===== config.mk =====
export PLATFORM = sky130hd
export DESIGN_NAME = extent_map_lookup_core
export DESIGN_NICKNAME = d
export VERILOG_FILES = /design/src/rtl/eml_pkg.sv /design/src/rtl/eml_ctrl.sv /design/src/rtl/eml_dpath.sv /design/src/rtl/extent_map_lookup_core.sv
export SDC_FILE = /design/constraint.sdc
export NUM_CORES = 1
export LEC_CHECK = 0
export ABC_CLOCK_PERIOD_IN_PS = 10930
export BUFFER_PORTS_ARGS = -buffer_cell sky130_fd_sc_hd__buf_2
export CAP_MARGIN = 15
export CORE_MARGIN = 2
export CORE_UTILIZATION = 38
export CTS_BUF_LIST = sky130_fd_sc_hd__clkbuf_16
export CTS_CLUSTER_DIAMETER = 60
export DETAILED_ROUTE_END_ITERATION = 16
export PLACE_DENSITY = 0.56
export RECOVER_POWER = 50
export SLEW_MARGIN = 20
export SYNTH_ARGS = -nofsm -noshare
export SYNTH_HDL_FRONTEND = slang
export SYNTH_SLANG_ARGS = --single-unit
export TNS_END_PERCENT = 20

===== constraint.sdc =====
create_clock -name clock -period 10.93 [get_ports clock]
set_input_delay 0 -clock clock [delete_from_list [all_inputs] [get_ports clock]]
set_output_delay 0 -clock clock [all_outputs]
set_load 0.05 [all_outputs]

===== src/rtl/eml_pkg.sv =====
// shared types, constants and codes for the extent map lookup block
`timescale 1ns / 1ps
`default_nettype none

package eml_pkg;

   // parameter defaults
   localparam int EXTENTS_DEF     = 8;
   localparam int BLOCK_SHIFT_DEF = 10;

   // field widths
   localparam int INDEX_W  = 3;
   localparam int START_W  = 32;
   localparam int LENGTH_W = 16;
   localparam int OFFSET_W = 48;
   localparam int REMAIN_W = 26;
   // running byte total, one bit above the offset so the compare never wraps
   localparam int SUM_W    = OFFSET_W + 1;

   // item action codes
   localparam logic ACT_LOAD   = 1'b0;
   localparam logic ACT_LOOKUP = 1'b1;

   // result status codes
   localparam logic ST_FOUND = 1'b0;
   localparam logic ST_MISS  = 1'b1;

   typedef struct packed {
      logic                action;
      logic [INDEX_W-1:0]  entry_index;
      logic [START_W-1:0]  entry_block;
      logic [LENGTH_W-1:0] entry_length;
      logic [OFFSET_W-1:0] offset;
   } req_type;

   typedef struct packed {
      logic                status;
      logic [START_W-1:0]  block_number;
      logic [OFFSET_W-1:0] byte_address;
      logic [REMAIN_W-1:0] bytes_remaining;
   } rsp_type;

   // controller to datapath
   typedef struct packed {
      logic write;   // store the load item into its slot
      logic start;   // latch the lookup offset, clear the running total
      logic walk;    // examine the slot whose read data is present
      logic diff;    // form offset within extent and bytes left
      logic emit;    // load the result register
   } cmd_type;

   // datapath to controller
   typedef struct packed {
      logic hit;     // offset falls inside the current slot
      logic empty;   // current slot has zero length
   } sts_type;

endpackage

`default_nettype wire


===== src/rtl/eml_ctrl.sv =====
// controller for the extent map lookup: slot walk sequencing and result handshake
`timescale 1ns / 1ps
`default_nettype none

module eml_ctrl #(
   parameter int EXTENTS = eml_pkg::EXTENTS_DEF,
   parameter int IDX_W   = (EXTENTS > 1) ? $clog2(EXTENTS) : 1
) (
   input  wire logic              clock,
   input  wire logic              reset,
   input  wire logic              req_valid,
   output logic                   req_stall,
   input  wire logic              req_action,
   output logic                   rsp_valid,
   input  wire logic              rsp_stall,
   output eml_pkg::cmd_type       cmd,
   input  wire eml_pkg::sts_type  sts,
   output logic [IDX_W-1:0]       rd_addr
);

   typedef enum logic [2:0] {
      S_IDLE,
      S_FIRST,
      S_WALK,
      S_DIFF,
      S_DONE
   } state_type;

   localparam logic [IDX_W-1:0] LAST_SLOT = IDX_W'(EXTENTS - 1);

   state_type        state_ff, state_in;
   logic [IDX_W-1:0] slot_ff, slot_in;
   logic             rsp_valid_ff, rsp_valid_in;
   logic             accept;
   logic             last;
   logic             out_free;

   assign req_stall = (state_ff != S_IDLE);
   assign accept    = req_valid && !req_stall;
   assign last      = (slot_ff == LAST_SLOT);
   assign out_free  = !rsp_valid_ff || !rsp_stall;
   assign rsp_valid = rsp_valid_ff;

   // read address: slot 0 on entry, then one ahead of the slot being examined
   always_comb begin
      rd_addr = '0;
      if (state_ff == S_WALK && !last) begin
         rd_addr = slot_ff + 1'b1;
      end
   end

   // next state and commands
   always_comb begin
      state_in     = state_ff;
      slot_in      = slot_ff;
      rsp_valid_in = rsp_valid_ff && rsp_stall;
      cmd          = '0;
      case (state_ff)
         S_IDLE: begin
            if (accept) begin
               if (req_action == eml_pkg::ACT_LOOKUP) begin
                  cmd.start = 1'b1;
                  state_in  = S_FIRST;
               end else begin
                  cmd.write = 1'b1;
               end
            end
         end
         S_FIRST: begin
            slot_in  = '0;
            state_in = S_WALK;
         end
         S_WALK: begin
            cmd.walk = 1'b1;
            if (sts.hit || sts.empty || last) begin
               state_in = S_DIFF;
            end else begin
               slot_in = slot_ff + 1'b1;
            end
         end
         S_DIFF: begin
            cmd.diff = 1'b1;
            state_in = S_DONE;
         end
         S_DONE: begin
            if (out_free) begin
               cmd.emit     = 1'b1;
               rsp_valid_in = 1'b1;
               state_in     = S_IDLE;
            end
         end
         default: begin
            state_in = S_IDLE;
         end
      endcase
   end

   // state and registered outputs
   always_ff @(posedge clock) begin
      if (reset) begin
         state_ff     <= S_IDLE;
         slot_ff      <= '0;
         rsp_valid_ff <= 1'b0;
      end else begin
         state_ff     <= state_in;
         slot_ff      <= slot_in;
         rsp_valid_ff <= rsp_valid_in;
      end
   end

   // a result is only loaded when the output register can take it
   a_emit_free: assert property (@(posedge clock) disable iff (reset)
      cmd.emit |-> out_free)
      else $error("result loaded over a waiting item");

   // a loaded result is offered on the next cycle
   a_emit_valid: assert property (@(posedge clock) disable iff (reset)
      cmd.emit |=> rsp_valid_ff)
      else $error("loaded result not offered");

   // an accepted lookup starts the slot walk
   a_lookup_start: assert property (@(posedge clock) disable iff (reset)
      (accept && req_action == eml_pkg::ACT_LOOKUP) |=> (state_ff == S_FIRST))
      else $error("lookup did not start walk");

   // the walk never runs past the last slot
   a_slot_range: assert property (@(posedge clock) disable iff (reset)
      (state_ff == S_WALK) |-> (slot_ff <= LAST_SLOT))
      else $error("slot counter out of range");

   // no work item is taken while a lookup is in flight
   a_no_accept_busy: assert property (@(posedge clock) disable iff (reset)
      (state_ff == S_WALK || state_ff == S_DIFF) |-> !cmd.write && !cmd.start)
      else $error("item taken while busy");

endmodule

`default_nettype wire


===== src/rtl/eml_dpath.sv =====
// datapath for the extent map lookup: extent store, running total and result register
`timescale 1ns / 1ps
`default_nettype none

module eml_dpath #(
   parameter int EXTENTS     = eml_pkg::EXTENTS_DEF,
   parameter int BLOCK_SHIFT = eml_pkg::BLOCK_SHIFT_DEF,
   parameter int IDX_W       = (EXTENTS > 1) ? $clog2(EXTENTS) : 1
) (
   input  wire logic              clock,
   input  wire logic              reset,
   input  wire eml_pkg::req_type  req_item,
   input  wire eml_pkg::cmd_type  cmd,
   output eml_pkg::sts_type       sts,
   input  wire logic [IDX_W-1:0]  rd_addr,
   output eml_pkg::rsp_type       rsp_item
);

   localparam int SUM_W    = eml_pkg::SUM_W;
   localparam int OFFSET_W = eml_pkg::OFFSET_W;
   localparam int REMAIN_W = eml_pkg::REMAIN_W;
   localparam int START_W  = eml_pkg::START_W;
   localparam int LENGTH_W = eml_pkg::LENGTH_W;
   localparam int WIDE_W   = 7;

   // extent store
   logic [START_W-1:0]  start_mem [EXTENTS];
   logic [LENGTH_W-1:0] blocks_mem [EXTENTS];
   logic [EXTENTS-1:0]  valid_ff;

   logic [WIDE_W-1:0]   idx_wide;
   logic [IDX_W-1:0]    wr_addr;
   logic                wr_en;

   logic [START_W-1:0]  rd_start_ff;
   logic [LENGTH_W-1:0] rd_blocks_ff;
   logic                rd_valid_ff;
   logic [LENGTH_W-1:0] blocks_eff;

   logic [OFFSET_W-1:0] offset_ff;
   logic [SUM_W-1:0]    base_ff;
   logic [SUM_W-1:0]    end_ff;
   logic [START_W-1:0]  hit_start_ff;
   logic                found_ff;
   logic [OFFSET_W-1:0] rel_ff;
   logic [REMAIN_W-1:0] left_ff;
   eml_pkg::rsp_type    rsp_ff;

   logic [SUM_W-1:0]    bytes;
   logic [SUM_W-1:0]    sum;
   logic [SUM_W-1:0]    off_wide;
   logic [SUM_W-1:0]    left_wide;
   logic [OFFSET_W-1:0] start_bytes;

   // write address, load items beyond the table are dropped
   assign idx_wide = WIDE_W'(req_item.entry_index);
   assign wr_addr  = idx_wide[IDX_W-1:0];
   assign wr_en    = cmd.write && (idx_wide < WIDE_W'(EXTENTS));

   // store write and registered read
   always_ff @(posedge clock) begin
      if (wr_en) begin
         start_mem[wr_addr]  <= req_item.entry_block;
         blocks_mem[wr_addr] <= req_item.entry_length;
      end
      rd_start_ff  <= start_mem[rd_addr];
      rd_blocks_ff <= blocks_mem[rd_addr];
      rd_valid_ff  <= valid_ff[rd_addr];
   end

   // written flags, an unwritten slot reads as zero length
   always_ff @(posedge clock) begin
      if (reset) begin
         valid_ff <= '0;
      end else if (wr_en) begin
         valid_ff[wr_addr] <= 1'b1;
      end
   end

   assign blocks_eff = rd_valid_ff ? rd_blocks_ff : '0;

   // slot compare: does the offset end before this extent does
   assign bytes     = SUM_W'(blocks_eff) << BLOCK_SHIFT;
   assign sum       = base_ff + bytes;
   assign off_wide  = SUM_W'(offset_ff);
   assign sts.empty = (blocks_eff == '0);
   assign sts.hit   = !sts.empty && (sum > off_wide);

   // bytes left in the extent
   assign left_wide   = end_ff - off_wide;
   assign start_bytes = OFFSET_W'(hit_start_ff) << BLOCK_SHIFT;

   // walk state
   always_ff @(posedge clock) begin
      if (cmd.start) begin
         offset_ff <= req_item.offset;
         base_ff   <= '0;
         found_ff  <= 1'b0;
      end else if (cmd.walk) begin
         if (sts.hit) begin
            end_ff       <= sum;
            hit_start_ff <= rd_start_ff;
            found_ff     <= 1'b1;
         end else if (!sts.empty) begin
            base_ff <= sum;
         end
      end
      if (cmd.diff) begin
         rel_ff <= offset_ff - base_ff[OFFSET_W-1:0];
         if (|left_wide[SUM_W-1:REMAIN_W]) begin
            left_ff <= '1;
         end else begin
            left_ff <= left_wide[REMAIN_W-1:0];
         end
      end
   end

   // result register
   always_ff @(posedge clock) begin
      if (cmd.emit) begin
         if (found_ff) begin
            rsp_ff.status          <= eml_pkg::ST_FOUND;
            rsp_ff.block_number    <= hit_start_ff;
            rsp_ff.byte_address    <= start_bytes + rel_ff;
            rsp_ff.bytes_remaining <= left_ff;
         end else begin
            rsp_ff.status          <= eml_pkg::ST_MISS;
            rsp_ff.block_number    <= '0;
            rsp_ff.byte_address    <= '0;
            rsp_ff.bytes_remaining <= '0;
         end
      end
   end

   assign rsp_item = rsp_ff;

endmodule

`default_nettype wire


===== src/rtl/extent_map_lookup_core.sv =====
// extent map lookup: top level joining controller and datapath
// load item: no result, the block stays idle so the next item may follow in the next cycle
// lookup item: latch offset, read slot 0, walk 1..EXTENTS slots, then form the result
// one slot a cycle through the store's registered read port
// a new item is taken only once the previous lookup has handed its result to the output register
// reset is synchronous: clears all slot written flags (empty list), no clearing pass
`timescale 1ns / 1ps
`default_nettype none

module extent_map_lookup_core #(
   parameter int EXTENTS     = eml_pkg::EXTENTS_DEF,
   parameter int BLOCK_SHIFT = eml_pkg::BLOCK_SHIFT_DEF
) (
   input  wire logic              clock,
   input  wire logic              reset,
   input  wire logic              req_valid,
   output logic                   req_stall,
   input  wire eml_pkg::req_type  req_item,
   output logic                   rsp_valid,
   input  wire logic              rsp_stall,
   output eml_pkg::rsp_type       rsp_item
);

   localparam int IDX_W = (EXTENTS > 1) ? $clog2(EXTENTS) : 1;

   eml_pkg::cmd_type cmd;
   eml_pkg::sts_type sts;
   logic [IDX_W-1:0] rd_addr;

   // sequencing
   eml_ctrl #(
      .EXTENTS (EXTENTS),
      .IDX_W   (IDX_W)
   ) u_ctrl (
      .clock      (clock),
      .reset      (reset),
      .req_valid  (req_valid),
      .req_stall  (req_stall),
      .req_action (req_item.action),
      .rsp_valid  (rsp_valid),
      .rsp_stall  (rsp_stall),
      .cmd        (cmd),
      .sts        (sts),
      .rd_addr    (rd_addr)
   );

   // store and arithmetic
   eml_dpath #(
      .EXTENTS     (EXTENTS),
      .BLOCK_SHIFT (BLOCK_SHIFT),
      .IDX_W       (IDX_W)
   ) u_dpath (
      .clock    (clock),
      .reset    (reset),
      .req_item (req_item),
      .cmd      (cmd),
      .sts      (sts),
      .rd_addr  (rd_addr),
      .rsp_item (rsp_item)
   );

endmodule

`default_nettype wire

==> flow_summary.toml <==
[critical_path]
path_depth = 25
reg2reg_depth = 25
crit_family = "simple AND/OR/NAND/NOR gates"
endpoint_kind = "flop"
reg2reg_to = "u_dpath.base_ff[46]"
path_class = "flop to flop"
slowest_stage = "or4_1"
path_common_cell = "a21oi_1"
path_max_fanout = 21
cp-start-kind = "flop"
critPathRequiredTime_ns = 11.52
crit_buf_inv = 1
cp_data_arrival_time_ns = 7.62
cpPeakStageDelay_ns = 0.59
reg2reg_from = "u_dpath.rd_valid_ff"
r2r_slack_ns = 3.90

[cts]
cts_buffer_depth = 3
numCtsBuffers = 92
cts_tree = "yes"
htreeDepth = 3
clock-sinks = 788
cts_setup_buffers = 0
cts-root-buf = "clkbuf_16"
worst_skew_pair.late_latency_ns = 0.67
path_clk_slew_ns = 0.06

[power_and_ir_drop]
p_leak_nw = 15.0
ir_worst_vdd_uv = 145
cellPowerDensity_nw_per_um2 = 166
pwr-share-clk = 0.440
comb_power_share = 0.081
switching_share = 0.242
p_switching_mw = 1.70
internal_power_mw = 5.35
seqPwrFrac = 0.479

[grt]
grt_pass1_wl_um = 142000
grt_usage = 0.189
globalRouteOverflowTotal = 0
antenna_found_initial = 9
grt_pass1_vias = 24039
grt_max_degree = 85

[synthesis]
synth_common_cells = "edfxtp_1, nand2_1, a21oi_1"
yosysTopAreaCellShare = 0.569
async_reset_ff_frac = 0
ys_warn_count = 0
synthFlopType = "edfxtp_1"
synth_most_common_cell = "edfxtp_1"
yosys_register_bits = 788
ys_seq_area_frac = 0.626
ys_types = 78
yosys.area.top_type = "edfxtp_1"
synth_edf_count = 684
synth_area_um2 = 36100
synth_area_leaders = "edfxtp_1, dfxtp_1, ha_1"
syn_nets = 3245
synth_cells = 2974
synth.avg_cell_area_um2 = 12.1

[drt]
num_vias = 24445
drt-wirelength-per-cell_um = 20.4
drtPass1Iterations = 7
wirelength_um = 94200
drc = 0
drt_first_iter_violations = 2017
ant_nets = 0
vias_per_cell = 5.28

[sta]
setup_tns_ns = 0
maxSlewViolCount = 231
slew_headroom = -1.33
skew_ns = 0.0484
post-route-period-util = 0.644
hold_violations = 0
layout_setup_ws_ns = 3.90
rsz0062_at_grt = "false"
layout_min_cycle_time_ns = 7.03
worst_slew_pin_slew_ns = 3.50
clock.fmax_mhz = 142
finalSetupViolCount = 0

[place]
postPlaceCellArea_um2 = 38600
hpwl_um = 60400
place_inst = 4351
place.gp.congestion = 0.871
dpl_worst_slack_ns = 3.88
port_buffers = 212

[final_layout]
stdcell_area_um2 = 42500
stdcell_count = 4627
area_growth_pct = 17.8
nets = 3552
layout-drive-gt1-share = 0.0843

[die]
start_util = 0.382
pin_count = 213
die_w_um = 312
die_y_um = 312
rows = 113
core-area_um2 = 94600
die_area_um2 = 97500

[min_path]
hp-class = "input pin to flop"
hold_depth = 2
hold_start = "req_item[35]"
min_to = "u_dpath.offset_ff[35]"

[status]
violations = "max-capacitance violations, max-slew violations"
status = "finished with violations"

[job]
cap_violations = 5
## registers in the layout, summed over array words and instances (netlist names)
name	count
u_dpath.rd_start_ff	32
u_dpath.blocks_mem	128
u_dpath.rel_ff	48
u_dpath.hit_start_ff	32
u_dpath.offset_ff	48
u_dpath.end_ff	39
u_dpath.found_ff	1
u_dpath.rd_valid_ff	1
u_dpath.valid_ff	8
u_ctrl.rsp_valid	1
u_dpath.base_ff	39
u_dpath.left_ff	26
u_ctrl.state_ff	3
u_ctrl.slot_ff	3
u_dpath.start_mem	256
u_dpath.rsp_item	107
u_dpath.rd_blocks_ff	16
## per-layer routing
| layer | GRT usage | part of all wire |
|---|---|---|
| met5 | 0 | 0.00063 |
| met4 | 0.0597 | 0.027 |
| met3 | 0.0309 | 0.053 |
| met2 | 0.311 | 0.48 |
| met1 | 0.256 | 0.44 |
## power groups by stage
stage | Sequential, mW | Clock [mW] | Combinational [mW]
2_1_floorplan | 3.43 | 0 | 0.354
3_3_place_gp | 3.44 | 0 | 0.542
3_5_place_dp | 3.44 | 0 | 0.544
4_1_cts | 3.38 | 3.17 | 0.578
5_1_grt | 3.38 | 3.29 | 0.633
6_report | 3.38 | 3.10 | 0.572
## metrics by stage
step	power (mW)	utilization	hold slack, ns
floorplan	3.79	-	0.0767
global placement	3.98	0.408	0.178
detailed placement	3.99	0.408	0.178
CTS	7.13	0.452	0.00234
global route	7.30	0.450	0.0277
finish	7.05	0.450	0.0484
## cell usage in the layout (no fill, tap or decap), types with 20 or more instances in the layout
cell / instances
and2_1: 42
buf_4: 25
xnor2_1: 85
nand4_1: 21
o31ai_1: 23
ha_1: 164
edfxtp_1: 684
inv_1: 137
o221ai_1: 103
xor2_1: 46
nor2b_1: 22
nand2_1: 339
a31oi_1: 64
dfxtp_1: 104
dlygate4sd3_1: 100
nand2b_1: 25
buf_2: 48
nor2_1: 153
nand3_1: 139
clkbuf_1: 168
nand3_2: 20
clkbuf_16: 94
o21ai_0: 89
nor4_1: 22
and2_0: 53
nor3_1: 45
a21o_1: 58
a21oi_1: 179
## repair_timing
item                                   4_1_cts  5_1_grt
hold buffers                               100        0
endpoints found under the hold margin      447        0
gates resized for setup                      0        0
## cell families (layout without fill, tap and decap cells)
kind of cell,Yosys count,after routing,synth area share
compound gates,655,655,0.122
xor+xnor,131,131,0.0318
fa+ha+maj,167,167,0.0585
buf+inv,256,641,0.0275
flops,788,788,0.626
mux,12,12,0.00339
other cells,0,3,0
simple gates,965,965,0.131
## worst reg2reg max path, cell delays in order (launching register included)
cell       delay [ns]
dfxtp_1          0.56
and2_0           0.22
ha_1             0.20
fa_1             0.22
a21oi_1          0.09
o21ai_0          0.18
a21oi_1          0.14
nor3b_1          0.35
o2111ai_1        0.29
a31oi_1          0.47
nand3_1          0.30
or2_2            0.43
nor2_1           0.14
xnor2_1          0.11
ha_1             0.31
nand4_1          0.15
or4_1            0.59
nor4_1           0.29
a21oi_1          0.10
a21oi_1          0.22
or2_2            0.17
o221ai_1         0.10
buf_4            0.23
or2_2            0.48
or4_1            0.48
a21oi_1          0.15
## layout make-up
type                    count  area [um^2]
fillers                  8760        52100
diodes                      3         7.51
multi-input cells        1930        12600
clock inverters            78          778
flip-flops and latches    788        22600
inverters                 127          478
repair buffers            342         2090
clock buffers              94         2350
well taps                1265         1580
## how the worst max path moves through the flow
stage	startpoint	to
6_report	u_dpath.rd_valid_ff	u_dpath.base_ff[46]
4_1_cts	u_dpath.rd_valid_ff	u_dpath.end_ff[14]
3_5_place_dp	u_dpath.rd_valid_ff	u_dpath.end_ff[13]
2_1_floorplan	u_dpath.rd_valid_ff	u_dpath.end_ff[10]
5_1_grt	u_dpath.rd_valid_ff	u_dpath.base_ff[33]
3_3_place_gp	u_dpath.rd_valid_ff	u_dpath.end_ff[48]
Power figures use the tool's default switching activity.
